**config.mk**
```make
export PLATFORM = sky130hd
export DESIGN_NAME = next_fit_chunk_allocator_core
export DESIGN_NICKNAME = d
export VERILOG_FILES = /design/src/hw/rtl/nfca_pkg.sv /design/src/hw/rtl/nfca_offset_div.sv /design/src/hw/rtl/next_fit_chunk_allocator_core.sv
export SDC_FILE = /design/constraint.sdc
export NUM_CORES = 2
export LEC_CHECK = 0
export BUFFER_PORTS_ARGS = -buffer_cell sky130_fd_sc_hd__buf_2
export CAP_MARGIN = 20
export CELL_PAD_IN_SITES_DETAIL_PLACEMENT = 1
export CELL_PAD_IN_SITES_GLOBAL_PLACEMENT = 1
export CORE_ASPECT_RATIO = 2
export CORE_MARGIN = 1
export CORE_UTILIZATION = 29
export CTS_BUF_LIST = sky130_fd_sc_hd__clkbuf_4 sky130_fd_sc_hd__clkbuf_8
export DETAILED_ROUTE_END_ITERATION = 10
export PLACE_DENSITY = 0.61
export SYNTH_ARGS = -nofsm -noshare
export SYNTH_HDL_FRONTEND = slang
export SYNTH_HIERARCHICAL = 1
export SYNTH_SLANG_ARGS = --single-unit
```
**constraint.sdc**
```tcl
create_clock -name clk -period 10.4 [get_ports clk]
set_input_delay 2.08 -clock clk [delete_from_list [all_inputs] [get_ports clk]]
set_output_delay 2.08 -clock clk [all_outputs]
set_load 0.1 [all_outputs]
```
**src/hw/rtl/nfca_pkg.sv**
```systemverilog
// shared types, widths and codes of the next-fit chunk allocator
// used by nfca_offset_div and next_fit_chunk_allocator_core; no dependencies
package nfca_pkg;

    localparam int MAX_CHUNKS = 64;
    localparam int IDX_W      = (MAX_CHUNKS > 2) ? $clog2(MAX_CHUNKS) : 1;
    localparam int CNT_W      = $clog2(MAX_CHUNKS + 1);

    // item field widths
    localparam int REQ_W   = 23;
    localparam int OFF_W   = 23;
    localparam int ST_W    = 2;
    localparam int HEAD_W  = 6;
    localparam int BO_W    = 22;
    localparam int FREED_W = 7;
    localparam int USED_W  = 7;

    localparam int IN_FIELDS_W  = REQ_W + OFF_W;
    localparam int IN_TDATA_W   = ((IN_FIELDS_W + 7) / 8) * 8;
    localparam int OUT_FIELDS_W = ST_W + HEAD_W + BO_W + FREED_W + USED_W;
    localparam int OUT_TDATA_W  = ((OUT_FIELDS_W + 7) / 8) * 8;

    // configuration
    localparam int CB_W    = 17;
    localparam int NCFG_W  = 7;
    localparam int APB_A_W = 3;
    localparam int APB_D_W = 32;
    localparam logic [CB_W-1:0] CB_MAX   = CB_W'(65536);
    localparam logic [CB_W-1:0] CB_RESET = CB_W'(16);
    localparam logic [CNT_W-1:0] N_RESET =
        CNT_W'((MAX_CHUNKS < 64) ? MAX_CHUNKS : 64);

    localparam logic REG_CHUNK_BYTES   = 1'b0;
    localparam logic REG_CHUNKS_IN_USE = 1'b1;

    localparam logic REQ_ALLOC = 1'b0;
    localparam logic REQ_FREE  = 1'b1;

    // running byte total of a free run and the pool limit
    localparam int RB_W  = ((CNT_W + CB_W) > (REQ_W + 1)) ? (CNT_W + CB_W) : (REQ_W + 1);
    localparam int LIM_W = ((CNT_W + CB_W) > OFF_W) ? (CNT_W + CB_W) : OFF_W;
    localparam int STEP_W = $clog2(IDX_W + 1);

    typedef enum logic [1:0] {
        STS_OK         = 2'd0,
        STS_NO_SPACE   = 2'd1,
        STS_OUTSIDE    = 2'd2,
        STS_NOT_IN_USE = 2'd3
    } status_t;

    typedef struct packed {
        logic             busy;
        logic [IDX_W-1:0] owner;
    } chunk_t;

    typedef struct packed {
        logic             done;
        logic             outside;
        logic [IDX_W-1:0] head;
    } div_res_t;

    typedef enum logic [3:0] {
        ST_IDLE,
        ST_SCAN_START,
        ST_SCAN,
        ST_MARK,
        ST_DIV,
        ST_FREE_HEAD,
        ST_FOLLOW,
        ST_DONE
    } top_state_t;

    typedef enum logic [1:0] {
        DIV_IDLE,
        DIV_RANGE,
        DIV_STEP
    } div_state_t;

endpackage

```
**src/hw/rtl/nfca_offset_div.sv**
```systemverilog
// offset to chunk mapping: pool range check, then restoring division by chunk size
// one quotient bit a cycle; depends on nfca_pkg
module nfca_offset_div (
    input  logic                       clk,
    input  logic                       rst_n,
    input  logic                       start,
    input  logic [nfca_pkg::OFF_W-1:0] raw,
    input  logic [nfca_pkg::CB_W-1:0]  cb,
    input  logic [nfca_pkg::CNT_W-1:0] n,
    output nfca_pkg::div_res_t         res
);
    import nfca_pkg::*;

    div_state_t          state_reg, state_next;
    logic                done_reg, done_next;
    logic                outside_reg, outside_next;
    logic                sign_reg, sign_next;
    logic [LIM_W-1:0]    rem_reg, rem_next;
    logic [LIM_W-1:0]    limit_reg, limit_next;
    logic [LIM_W-1:0]    dvs_reg, dvs_next;
    logic [IDX_W-1:0]    q_reg, q_next;
    logic [STEP_W-1:0]   step_reg, step_next;
    logic                trial_ge;
    logic                is_outside;

    assign trial_ge   = (rem_reg >= dvs_reg);
    assign is_outside = sign_reg || (rem_reg >= limit_reg);

    always_comb
    begin
        state_next = state_reg;
        unique case (state_reg)
            DIV_IDLE:
            begin
                if (start)
                    state_next = DIV_RANGE;
            end
            DIV_RANGE:
            begin
                state_next = is_outside ? DIV_IDLE : DIV_STEP;
            end
            DIV_STEP:
            begin
                if (step_reg == '0)
                    state_next = DIV_IDLE;
            end
            default: state_next = DIV_IDLE;
        endcase
    end

    always_comb
    begin
        done_next    = 1'b0;
        outside_next = outside_reg;
        sign_next    = sign_reg;
        rem_next     = rem_reg;
        limit_next   = limit_reg;
        dvs_next     = dvs_reg;
        q_next       = q_reg;
        step_next    = step_reg;
        unique case (state_reg)
            DIV_IDLE:
            begin
                if (start)
                begin
                    sign_next  = raw[OFF_W-1];
                    rem_next   = LIM_W'(raw[OFF_W-2:0]);
                    limit_next = LIM_W'(cb * n);
                    dvs_next   = LIM_W'(cb) << (IDX_W - 1);
                    q_next     = '0;
                    step_next  = STEP_W'(IDX_W - 1);
                end
            end
            DIV_RANGE:
            begin
                outside_next = is_outside;
                done_next    = is_outside;
            end
            DIV_STEP:
            begin
                q_next    = (q_reg << 1) | IDX_W'(trial_ge);
                rem_next  = trial_ge ? (rem_reg - dvs_reg) : rem_reg;
                dvs_next  = dvs_reg >> 1;
                step_next = step_reg - STEP_W'(1);
                if (step_reg == '0)
                    done_next = 1'b1;
            end
            default:
            begin
                done_next = 1'b0;
            end
        endcase
    end

    always_ff @(posedge clk or negedge rst_n)
    begin
        if (!rst_n)
        begin
            state_reg <= DIV_IDLE;
            done_reg  <= 1'b0;
        end
        else
        begin
            state_reg <= state_next;
            done_reg  <= done_next;
        end
    end

    always_ff @(posedge clk)
    begin
        outside_reg <= outside_next;
        sign_reg    <= sign_next;
        rem_reg     <= rem_next;
        limit_reg   <= limit_next;
        dvs_reg     <= dvs_next;
        q_reg       <= q_next;
        step_reg    <= step_next;
    end

    assign res.done    = done_reg;
    assign res.outside = outside_reg;
    assign res.head    = q_reg;

endmodule

```
**src/hw/rtl/next_fit_chunk_allocator_core.sv**
```systemverilog
// top level of the next-fit chunk allocator: stream ports, apb registers, chunk memory
// and the request sequencer; depends on nfca_pkg and nfca_offset_div
//
// One request at a time. Chunk state (busy mark and owner) sits in a 64-entry memory
// with a registered read; busy marks are qualified by per-entry valid flops
// that reset and any register write clear at once, so no clearing pass is needed.
// An allocate walks the pool one chunk a cycle from the cursor to the end, then, if no run
// fits, from chunk 0 over the whole pool, and writes one chunk a cycle to mark the run.
// A free takes a range check, then division by the chunk size, then releases the head chunk
// and each following chunk of the same owner.
// A finished result waits in the output register while the next item is accepted.
module next_fit_chunk_allocator_core (
    input  logic                             clk,
    input  logic                             rst_n,
    // request items
    input  logic                             s_tvalid,
    output logic                             s_tready,
    // [22:0] request_bytes, [45:23] free_offset, rest zero
    input  logic [nfca_pkg::IN_TDATA_W-1:0]  s_tdata,
    // [0] req_type
    input  logic [0:0]                       s_tuser,
    // result items
    output logic                             m_tvalid,
    input  logic                             m_tready,
    // [1:0] status, [7:2] head_chunk, [29:8] byte_offset, [36:30] freed_chunks,
    // [43:37] used_chunks, rest zero
    output logic [nfca_pkg::OUT_TDATA_W-1:0] m_tdata,
    // configuration
    input  logic                             psel,
    input  logic                             penable,
    input  logic                             pwrite,
    input  logic [nfca_pkg::APB_A_W-1:0]     paddr,
    input  logic [nfca_pkg::APB_D_W-1:0]     pwdata,
    output logic [nfca_pkg::APB_D_W-1:0]     prdata,
    output logic                             pready
);
    import nfca_pkg::*;

    // configuration registers
    logic [CB_W-1:0]  cb_reg;
    logic [CNT_W-1:0] n_reg;
    logic             cfg_wr;
    logic [CB_W-1:0]  cb_wr;
    logic [CB_W-1:0]  cb_sat;
    logic [NCFG_W-1:0] n_wr;
    logic [CNT_W-1:0] n_sat;

    // chunk memory
    chunk_t           mem [MAX_CHUNKS];
    chunk_t           rd_data_reg;
    logic             rd_vld_reg;
    logic [MAX_CHUNKS-1:0] valid_reg;
    logic             mem_we;
    logic [IDX_W-1:0] mem_wa;
    chunk_t           mem_wd;
    logic [IDX_W-1:0] mem_ra;
    logic             rd_busy;

    // sequencer
    top_state_t       state_reg, state_next;
    logic [CNT_W-1:0] cursor_reg, cursor_next;
    logic [CNT_W-1:0] busy_count_reg, busy_count_next;
    logic             pass_reg, pass_next;
    logic [IDX_W-1:0] idx_reg, idx_next;
    logic [CNT_W-1:0] run_reg, run_next;
    logic [RB_W-1:0]  run_bytes_reg, run_bytes_next;
    logic [REQ_W-1:0] bytes_reg, bytes_next;
    logic [IDX_W-1:0] head_reg, head_next;
    logic [CNT_W-1:0] need_reg, need_next;
    logic [CNT_W-1:0] mark_k_reg, mark_k_next;
    logic [IDX_W-1:0] c_reg, c_next;
    logic [CNT_W-1:0] freed_reg, freed_next;

    // result held for the output register
    status_t          res_status_reg, res_status_next;
    logic [IDX_W-1:0] res_head_reg, res_head_next;
    logic [BO_W-1:0]  res_off_reg, res_off_next;
    logic [CNT_W-1:0] res_freed_reg, res_freed_next;

    logic             m_tvalid_reg, m_tvalid_next;
    logic [OUT_TDATA_W-1:0] m_tdata_reg, m_tdata_next;
    logic             load_out;

    // divider
    logic             div_start;
    div_res_t         div_res;

    // scan and follow evaluation
    logic [IDX_W-1:0] start_idx;
    logic [CNT_W-1:0] cur_new;
    logic [CNT_W-1:0] run_new;
    logic [RB_W-1:0]  run_bytes_new;
    logic             scan_hit;
    logic             scan_last;
    logic             mark_last;
    logic             head_ok;
    logic [IDX_W-1:0] c_first;
    logic             follow_match;
    logic             follow_last;
    logic [REQ_W-1:0] in_bytes;

    assign in_bytes = s_tdata[REQ_W-1:0];

    // apb port
    assign pready = 1'b1;
    assign cfg_wr = psel && penable && pwrite;
    assign cb_wr  = pwdata[CB_W-1:0];
    assign n_wr   = pwdata[NCFG_W-1:0];

    always_comb
    begin
        priority if (cb_wr == '0)
            cb_sat = CB_W'(1);
        else if (cb_wr > CB_MAX)
            cb_sat = CB_MAX;
        else
            cb_sat = cb_wr;
        priority if (n_wr == '0)
            n_sat = CNT_W'(1);
        else if (32'(n_wr) > 32'(MAX_CHUNKS))
            n_sat = CNT_W'(MAX_CHUNKS);
        else
            n_sat = CNT_W'(n_wr);
    end

    assign prdata = (paddr[2] == REG_CHUNKS_IN_USE) ? APB_D_W'(n_reg) : APB_D_W'(cb_reg);

    nfca_offset_div u_div (
        .clk   (clk),
        .rst_n (rst_n),
        .start (div_start),
        .raw   (s_tdata[REQ_W +: OFF_W]),
        .cb    (cb_reg),
        .n     (n_reg),
        .res   (div_res)
    );

    assign rd_busy = rd_vld_reg && rd_data_reg.busy;

    assign start_idx     = pass_reg ? '0 : cursor_reg[IDX_W-1:0];
    assign cur_new       = (run_reg == '0) ? CNT_W'(idx_reg) : cursor_reg;
    assign run_new       = rd_busy ? '0 : (run_reg + CNT_W'(1));
    assign run_bytes_new = rd_busy ? '0 : (run_bytes_reg + RB_W'(cb_reg));
    assign scan_hit      = !rd_busy && (run_bytes_new >= RB_W'(bytes_reg));
    assign scan_last     = ((CNT_W'(idx_reg) + CNT_W'(1)) == n_reg);
    assign mark_last     = ((mark_k_reg + CNT_W'(1)) == need_reg);
    assign head_ok       = (CNT_W'(head_reg) < n_reg) && rd_busy;
    // the last chunk goes on to chunk 0
    assign c_first       = ((CNT_W'(head_reg) + CNT_W'(1)) < n_reg) ?
                           (head_reg + IDX_W'(1)) : '0;
    // c equal to head only in a one-chunk pool, where the head was just released
    assign follow_match  = rd_busy && (rd_data_reg.owner == head_reg) && (c_reg != head_reg);
    assign follow_last   = ((CNT_W'(c_reg) + CNT_W'(1)) >= n_reg);

    // next state
    always_comb
    begin
        state_next = state_reg;
        unique case (state_reg)
            ST_IDLE:
            begin
                if (s_tvalid)
                    state_next = (s_tuser[0] == REQ_FREE) ? ST_DIV : ST_SCAN_START;
            end
            ST_SCAN_START:
            begin
                state_next = ST_SCAN;
            end
            ST_SCAN:
            begin
                priority if (scan_hit)
                    state_next = ST_MARK;
                else if (scan_last)
                    state_next = pass_reg ? ST_DONE : ST_SCAN_START;
                else
                    state_next = ST_SCAN;
            end
            ST_MARK:
            begin
                if (mark_last)
                    state_next = ST_DONE;
            end
            ST_DIV:
            begin
                if (div_res.done)
                    state_next = div_res.outside ? ST_DONE : ST_FREE_HEAD;
            end
            ST_FREE_HEAD:
            begin
                state_next = head_ok ? ST_FOLLOW : ST_DONE;
            end
            ST_FOLLOW:
            begin
                if (!follow_match || follow_last)
                    state_next = ST_DONE;
            end
            ST_DONE:
            begin
                if (!m_tvalid_reg || m_tready)
                    state_next = ST_IDLE;
            end
            default: state_next = ST_IDLE;
        endcase
    end

    // datapath and memory control
    always_comb
    begin
        cursor_next     = cursor_reg;
        busy_count_next = busy_count_reg;
        pass_next       = pass_reg;
        idx_next        = idx_reg;
        run_next        = run_reg;
        run_bytes_next  = run_bytes_reg;
        bytes_next      = bytes_reg;
        head_next       = head_reg;
        need_next       = need_reg;
        mark_k_next     = mark_k_reg;
        c_next          = c_reg;
        freed_next      = freed_reg;
        res_status_next = res_status_reg;
        res_head_next   = res_head_reg;
        res_off_next    = res_off_reg;
        res_freed_next  = res_freed_reg;
        mem_we          = 1'b0;
        mem_wa          = head_reg;
        mem_wd          = '{busy: 1'b0, owner: head_reg};
        mem_ra          = '0;
        div_start       = 1'b0;
        load_out        = 1'b0;

        unique case (state_reg)
            ST_IDLE:
            begin
                if (s_tvalid)
                begin
                    bytes_next = (in_bytes == '0) ? REQ_W'(1) : in_bytes;
                    pass_next  = (cursor_reg < n_reg) ? 1'b0 : 1'b1;
                    div_start  = (s_tuser[0] == REQ_FREE);
                end
            end
            ST_SCAN_START:
            begin
                mem_ra         = start_idx;
                idx_next       = start_idx;
                run_next       = '0;
                run_bytes_next = '0;
            end
            ST_SCAN:
            begin
                // read one chunk ahead while the current one is judged
                mem_ra         = idx_reg + IDX_W'(1);
                cursor_next    = cur_new;
                run_next       = run_new;
                run_bytes_next = run_bytes_new;
                priority if (scan_hit)
                begin
                    head_next   = cur_new[IDX_W-1:0];
                    need_next   = run_new;
                    mark_k_next = '0;
                end
                else if (scan_last)
                begin
                    if (!pass_reg)
                        pass_next = 1'b1;
                    else
                    begin
                        res_status_next = STS_NO_SPACE;
                        res_head_next   = '0;
                        res_off_next    = '0;
                        res_freed_next  = '0;
                    end
                end
                else
                    idx_next = idx_reg + IDX_W'(1);
            end
            ST_MARK:
            begin
                mem_we          = 1'b1;
                mem_wa          = head_reg + mark_k_reg[IDX_W-1:0];
                mem_wd          = '{busy: 1'b1, owner: head_reg};
                busy_count_next = busy_count_reg + CNT_W'(1);
                mark_k_next     = mark_k_reg + CNT_W'(1);
                if (mark_last)
                begin
                    cursor_next     = CNT_W'(head_reg) + need_reg;
                    res_status_next = STS_OK;
                    res_head_next   = head_reg;
                    res_off_next    = BO_W'(head_reg * cb_reg);
                    res_freed_next  = '0;
                end
            end
            ST_DIV:
            begin
                mem_ra = div_res.head;
                if (div_res.done)
                begin
                    head_next = div_res.head;
                    if (div_res.outside)
                    begin
                        res_status_next = STS_OUTSIDE;
                        res_head_next   = '0;
                        res_off_next    = '0;
                        res_freed_next  = '0;
                    end
                end
            end
            ST_FREE_HEAD:
            begin
                mem_ra = c_first;
                if (head_ok)
                begin
                    mem_we          = 1'b1;
                    mem_wa          = head_reg;
                    busy_count_next = busy_count_reg - CNT_W'(1);
                    freed_next      = CNT_W'(1);
                    c_next          = c_first;
                end
                else
                begin
                    res_status_next = STS_NOT_IN_USE;
                    res_head_next   = head_reg;
                    res_off_next    = '0;
                    res_freed_next  = '0;
                end
            end
            ST_FOLLOW:
            begin
                mem_ra = c_reg + IDX_W'(1);
                if (follow_match)
                begin
                    mem_we          = 1'b1;
                    mem_wa          = c_reg;
                    busy_count_next = busy_count_reg - CNT_W'(1);
                    freed_next      = freed_reg + CNT_W'(1);
                    c_next          = c_reg + IDX_W'(1);
                end
                if (!follow_match || follow_last)
                begin
                    res_status_next = STS_OK;
                    res_head_next   = head_reg;
                    res_off_next    = '0;
                    res_freed_next  = follow_match ? (freed_reg + CNT_W'(1)) : freed_reg;
                end
            end
            ST_DONE:
            begin
                load_out = !m_tvalid_reg || m_tready;
            end
            default:
            begin
                load_out = 1'b0;
            end
        endcase

        // a register write forms a fresh pool
        if (cfg_wr)
        begin
            cursor_next     = '0;
            busy_count_next = '0;
        end
    end

    assign m_tvalid_next = load_out ? 1'b1 : (m_tready ? 1'b0 : m_tvalid_reg);
    assign m_tdata_next  = load_out ?
        OUT_TDATA_W'({USED_W'(busy_count_reg), FREED_W'(res_freed_reg), res_off_reg,
                      HEAD_W'(res_head_reg), ST_W'(res_status_reg)}) :
        m_tdata_reg;

    assign s_tready = (state_reg == ST_IDLE);
    assign m_tvalid = m_tvalid_reg;
    assign m_tdata  = m_tdata_reg;

    // control registers
    always_ff @(posedge clk or negedge rst_n)
    begin
        if (!rst_n)
        begin
            state_reg      <= ST_IDLE;
            cursor_reg     <= '0;
            busy_count_reg <= '0;
            cb_reg         <= CB_RESET;
            n_reg          <= N_RESET;
            valid_reg      <= '0;
            rd_vld_reg     <= 1'b0;
            m_tvalid_reg   <= 1'b0;
        end
        else
        begin
            state_reg      <= state_next;
            cursor_reg     <= cursor_next;
            busy_count_reg <= busy_count_next;
            m_tvalid_reg   <= m_tvalid_next;
            rd_vld_reg     <= valid_reg[mem_ra];
            if (cfg_wr)
            begin
                valid_reg <= '0;
                if (paddr[2] == REG_CHUNKS_IN_USE)
                    n_reg <= n_sat;
                else
                    cb_reg <= cb_sat;
            end
            else if (mem_we)
                valid_reg[mem_wa] <= 1'b1;
        end
    end

    // payload registers
    always_ff @(posedge clk)
    begin
        pass_reg       <= pass_next;
        idx_reg        <= idx_next;
        run_reg        <= run_next;
        run_bytes_reg  <= run_bytes_next;
        bytes_reg      <= bytes_next;
        head_reg       <= head_next;
        need_reg       <= need_next;
        mark_k_reg     <= mark_k_next;
        c_reg          <= c_next;
        freed_reg      <= freed_next;
        res_status_reg <= res_status_next;
        res_head_reg   <= res_head_next;
        res_off_reg    <= res_off_next;
        res_freed_reg  <= res_freed_next;
        m_tdata_reg    <= m_tdata_next;
    end

    // chunk memory, read data registered
    always_ff @(posedge clk)
    begin
        if (mem_we)
            mem[mem_wa] <= mem_wd;
        rd_data_reg <= mem[mem_ra];
    end

    a_accept_leaves_idle: assert property (@(posedge clk) disable iff (!rst_n)
        (s_tvalid && s_tready) |=> (state_reg != ST_IDLE))
        else $error("accepted item did not start work");

    a_write_states: assert property (@(posedge clk) disable iff (!rst_n)
        mem_we |-> (state_reg == ST_MARK || state_reg == ST_FREE_HEAD ||
                    state_reg == ST_FOLLOW))
        else $error("chunk memory written outside mark or release");

    a_load_from_done: assert property (@(posedge clk) disable iff (!rst_n)
        $rose(m_tvalid_reg) |-> ($past(state_reg) == ST_DONE))
        else $error("result raised without a finished request");

    a_div_pulse: assert property (@(posedge clk) disable iff (!rst_n)
        div_res.done |=> !div_res.done)
        else $error("divider done held longer than one cycle");

endmodule
```
==> results.txt <==
CP Capture Type -> register
Detailed Route WL -> 140 mm
Area Growth Syn to Fin -> 11.7%
Critical path launch point type -> register
# DRC -> 0
Final min period -> 6.48 ns
Synth Register Bits -> 821
CTS Root Buffer Type -> clkbuf_8
Vias per cell -> 5.04
H-tree Lvls -> 3
First-pass GRT wire length -> 209 mm
CTS tree -> built
Final period utilization -> 0.623
Area occupied by multi-input gates -> 18900 um2
Switching power total -> 6.19 mW
Final Slew Violations -> 0
Rel. slew slack -> 0.173
Int Power -> 7.54 mW
Synth warnings -> 6
DR iter-0 viols -> 1543
Switching Share -> 0.451
First-pass detailed-route iteration total -> 5
CTS buffer count -> 112
Row count -> 203
Layout cells sized above 1 -> 0.113
Total die area -> 156000 um2
Pin count of the biggest net entering global routing -> 137
Post-synthesis async set-or-reset flop share -> 0.134
Total setup buffers inserted after CTS -> 0
Endpoints failing setup -> 0
Port Buffers -> 134
Synth Flop Type -> edfxtp_1
Clock Tree Buf Depth -> 3
Critical Setup Path Class -> reg -> reg
Post-layout util -> 0.327
Total grt overflow -> 0
Min-delay worst type -> reg -> reg
Mapped Cells -> 3993
Pwr/cell area -> 274 nW/um2
CP required -> 11.09 ns
CTS sink count -> 821
Die Ht -> 558 um
Status -> finished, final reports clean
Final Non-Filler Cells -> 6233
Slew @ Worst Pin -> 1.24 ns
P_leak -> 19.6 nW
RSZ-0062 raised after global routing -> false
Wire length per cell -> 22.5 um
Number of global-route vias before repair -> 34400
# hold bufs at CTS -> 0
Achievable Freq -> 0.154 GHz
Final Hold Fails -> 0
Antenna violations before repair -> 6
CP Max Fanout -> 70
Initial Util -> 0.292
Post-DRT Antenna Nets -> 0
Total GRT Usage -> 0.179
Number of flip-flops in the largest register -> 448
Final Skew -> 0.0469 ns
Nets@finish -> 4526
Gate power share -> 0.467
Core ar. -> 153000 um2
DP HPWL -> 99.8 mm
CP arrival -> 7.17 ns
Setup TNS -> 0 ns
Hold Path Cell Cnt -> 0
Max-Cap Viols -> 0
Mapped Area -> 44800 um2
Die Wd -> 280 um
Via count -> 31400
Clk Latency, worst-skew pair -> 0.81 ns
Synth unique cells -> 97
Sequential Power Share -> 0.339
Avg Cell Area, Syn -> 11.2 um2
IO Count -> 174
Clock share of power -> 0.194
Reg area -> 24000 um2
Post-synth EDFFs -> 704
Max VDD drop -> 0.189 mV
Placed cell count -> 6020
Fill cells -> 17000
Cts repair resizes -> 0
Clock transition at path regs -> 0.07 ns
Final GP Congestion -> 0.850
Worst R2R Path Depth -> 15
Register area share after synthesis -> 0.537
## layer usage
| metal | track usage | wire length (um) | vias to the layer above |
|---|---|---|---|
| li1 | - | - | 14400 |
| met1 | 0.165 | 46700 | 16200 |
| met2 | 0.365 | 80800 | 582 |
| met3 | 0.0180 | 3550 | 273 |
| met4 | 0.112 | 9250 | 2 |
| met5 | 0 | 11 | - |
## final cells by class
cell class / count / area share
repair buffers: 198 / 0.0243
flip-flops and latches: 821 / 0.480
diodes: 1 / 0.0000500
clock buffers: 145 / 0.0366
multi-input cells: 2687 / 0.377
well taps: 2050 / 0.0512
inverters: 266 / 0.0199
clock inverters: 65 / 0.0103
## power groups by stage
stage	registers (mW)	clock network (mW)	logic [mW]
finish	4.66	2.66	6.41
detailed placement	4.73	0	6.45
global route	4.71	2.84	6.96
floorplan	5.10	0	3.87
global placement	4.73	0	6.29
CTS	4.67	2.74	6.48
## synthesized netlist by cell type (84+ instances only)
library cell	number	share of area
dfrtp_1	108	0.060
ha_1	210	0.059
a21oi_1	234	0.026
inv_1	264	0.022
and2_1	134	0.019
a32oi_1	128	0.025
clkbuf_1	164	0.014
o21ai_0	84	0.0094
nand2_1	645	0.054
edfxtp_1	704	0.47
nor2_1	238	0.020
fa_1	139	0.062
## final timing paths
| path | start | to | slack (ns) |
|---|---|---|---|
| setup / recovery | head_reg[0] | rd_data_reg[6] | 3.92 |
| hold / removal | res_head_reg[2] | m_tdata[4] | 0.42 |
| setup reg to reg | head_reg[0] | rd_data_reg[6] | 3.92 |
| hold reg to reg | res_head_reg[2] | m_tdata[4] | 0.42 |
| max in group asynchronous | rst_n | valid_reg[48] | 7.77 |
| min in group asynchronous | rst_n | valid_reg[9] | 1.30 |
## worst max-delay path: stages (launching register included)
cell and delay [ns]:
edfxtp_1 0.33, buf_4 0.33, buf_4 0.75, ha_1 0.35, nand3_1 0.11, xor2_1 0.36
inv_1 0.14, ha_1 0.32, nand4_1 0.13, o2bb2ai_1 0.49, o41a_2 0.76, buf_4 0.63
a32oi_1 0.22, o22ai_1 0.77, nor4_1 0.17, mux2_2 0.32
## cell usage in the layout, fill, tap and decap left out, types with 27 or more instances in the layout
cell / netlist / routed
nand3_1: 58 / 57
nand2b_1: 31 / 31
buf_2: 18 / 133
nor4_1: 28 / 27
clkbuf_8: 0 / 119
nand2_1: 645 / 645
a21o_1: 62 / 62
a21oi_1: 234 / 233
xnor2_1: 81 / 81
o21a_1: 54 / 53
mux2_2: 44 / 44
o21ai_0: 84 / 84
nor2_1: 238 / 238
ha_1: 210 / 209
xor2_1: 46 / 46
and3_1: 48 / 48
a32oi_1: 128 / 128
dfrtp_1: 108 / 108
inv_1: 264 / 262
edfxtp_1: 704 / 704
nor2b_1: 28 / 28
clkinv_2: 0 / 27
o22ai_1: 68 / 68
and2_1: 134 / 134
buf_4: 22 / 58
fa_1: 139 / 139
nor3_1: 48 / 48
## cell families (layout without fill, tap and decap cells)
| family | count (synthesis) | in the layout | share of synthesized area |
|---|---|---|---|
| simple gates | 1320 | 1320 | 0.134 |
| flops | 821 | 821 | 0.537 |
| compound gates | 810 | 810 | 0.123 |
| buf+inv | 503 | 674 | 0.0448 |
| fa+ha+maj | 350 | 350 | 0.121 |
| xor+xnor | 131 | 131 | 0.0269 |
| mux | 56 | 56 | 0.0139 |
| other cells | 2 | 21 | 0.000168 |
## per-stage QoR
step	power, mW	worst slack, ns	area (um2)	hold slack (ns)
detailed placement	11.2	3.94	47700	0.406
finish	13.7	3.92	50000	0.419
CTS	13.9	3.93	50000	0.405
global route	14.5	3.44	50000	0.426
global placement	11.0	4.01	47600	0.403
floorplan	8.97	2.56	44900	0.400
(Power assumes the default switching activity.)
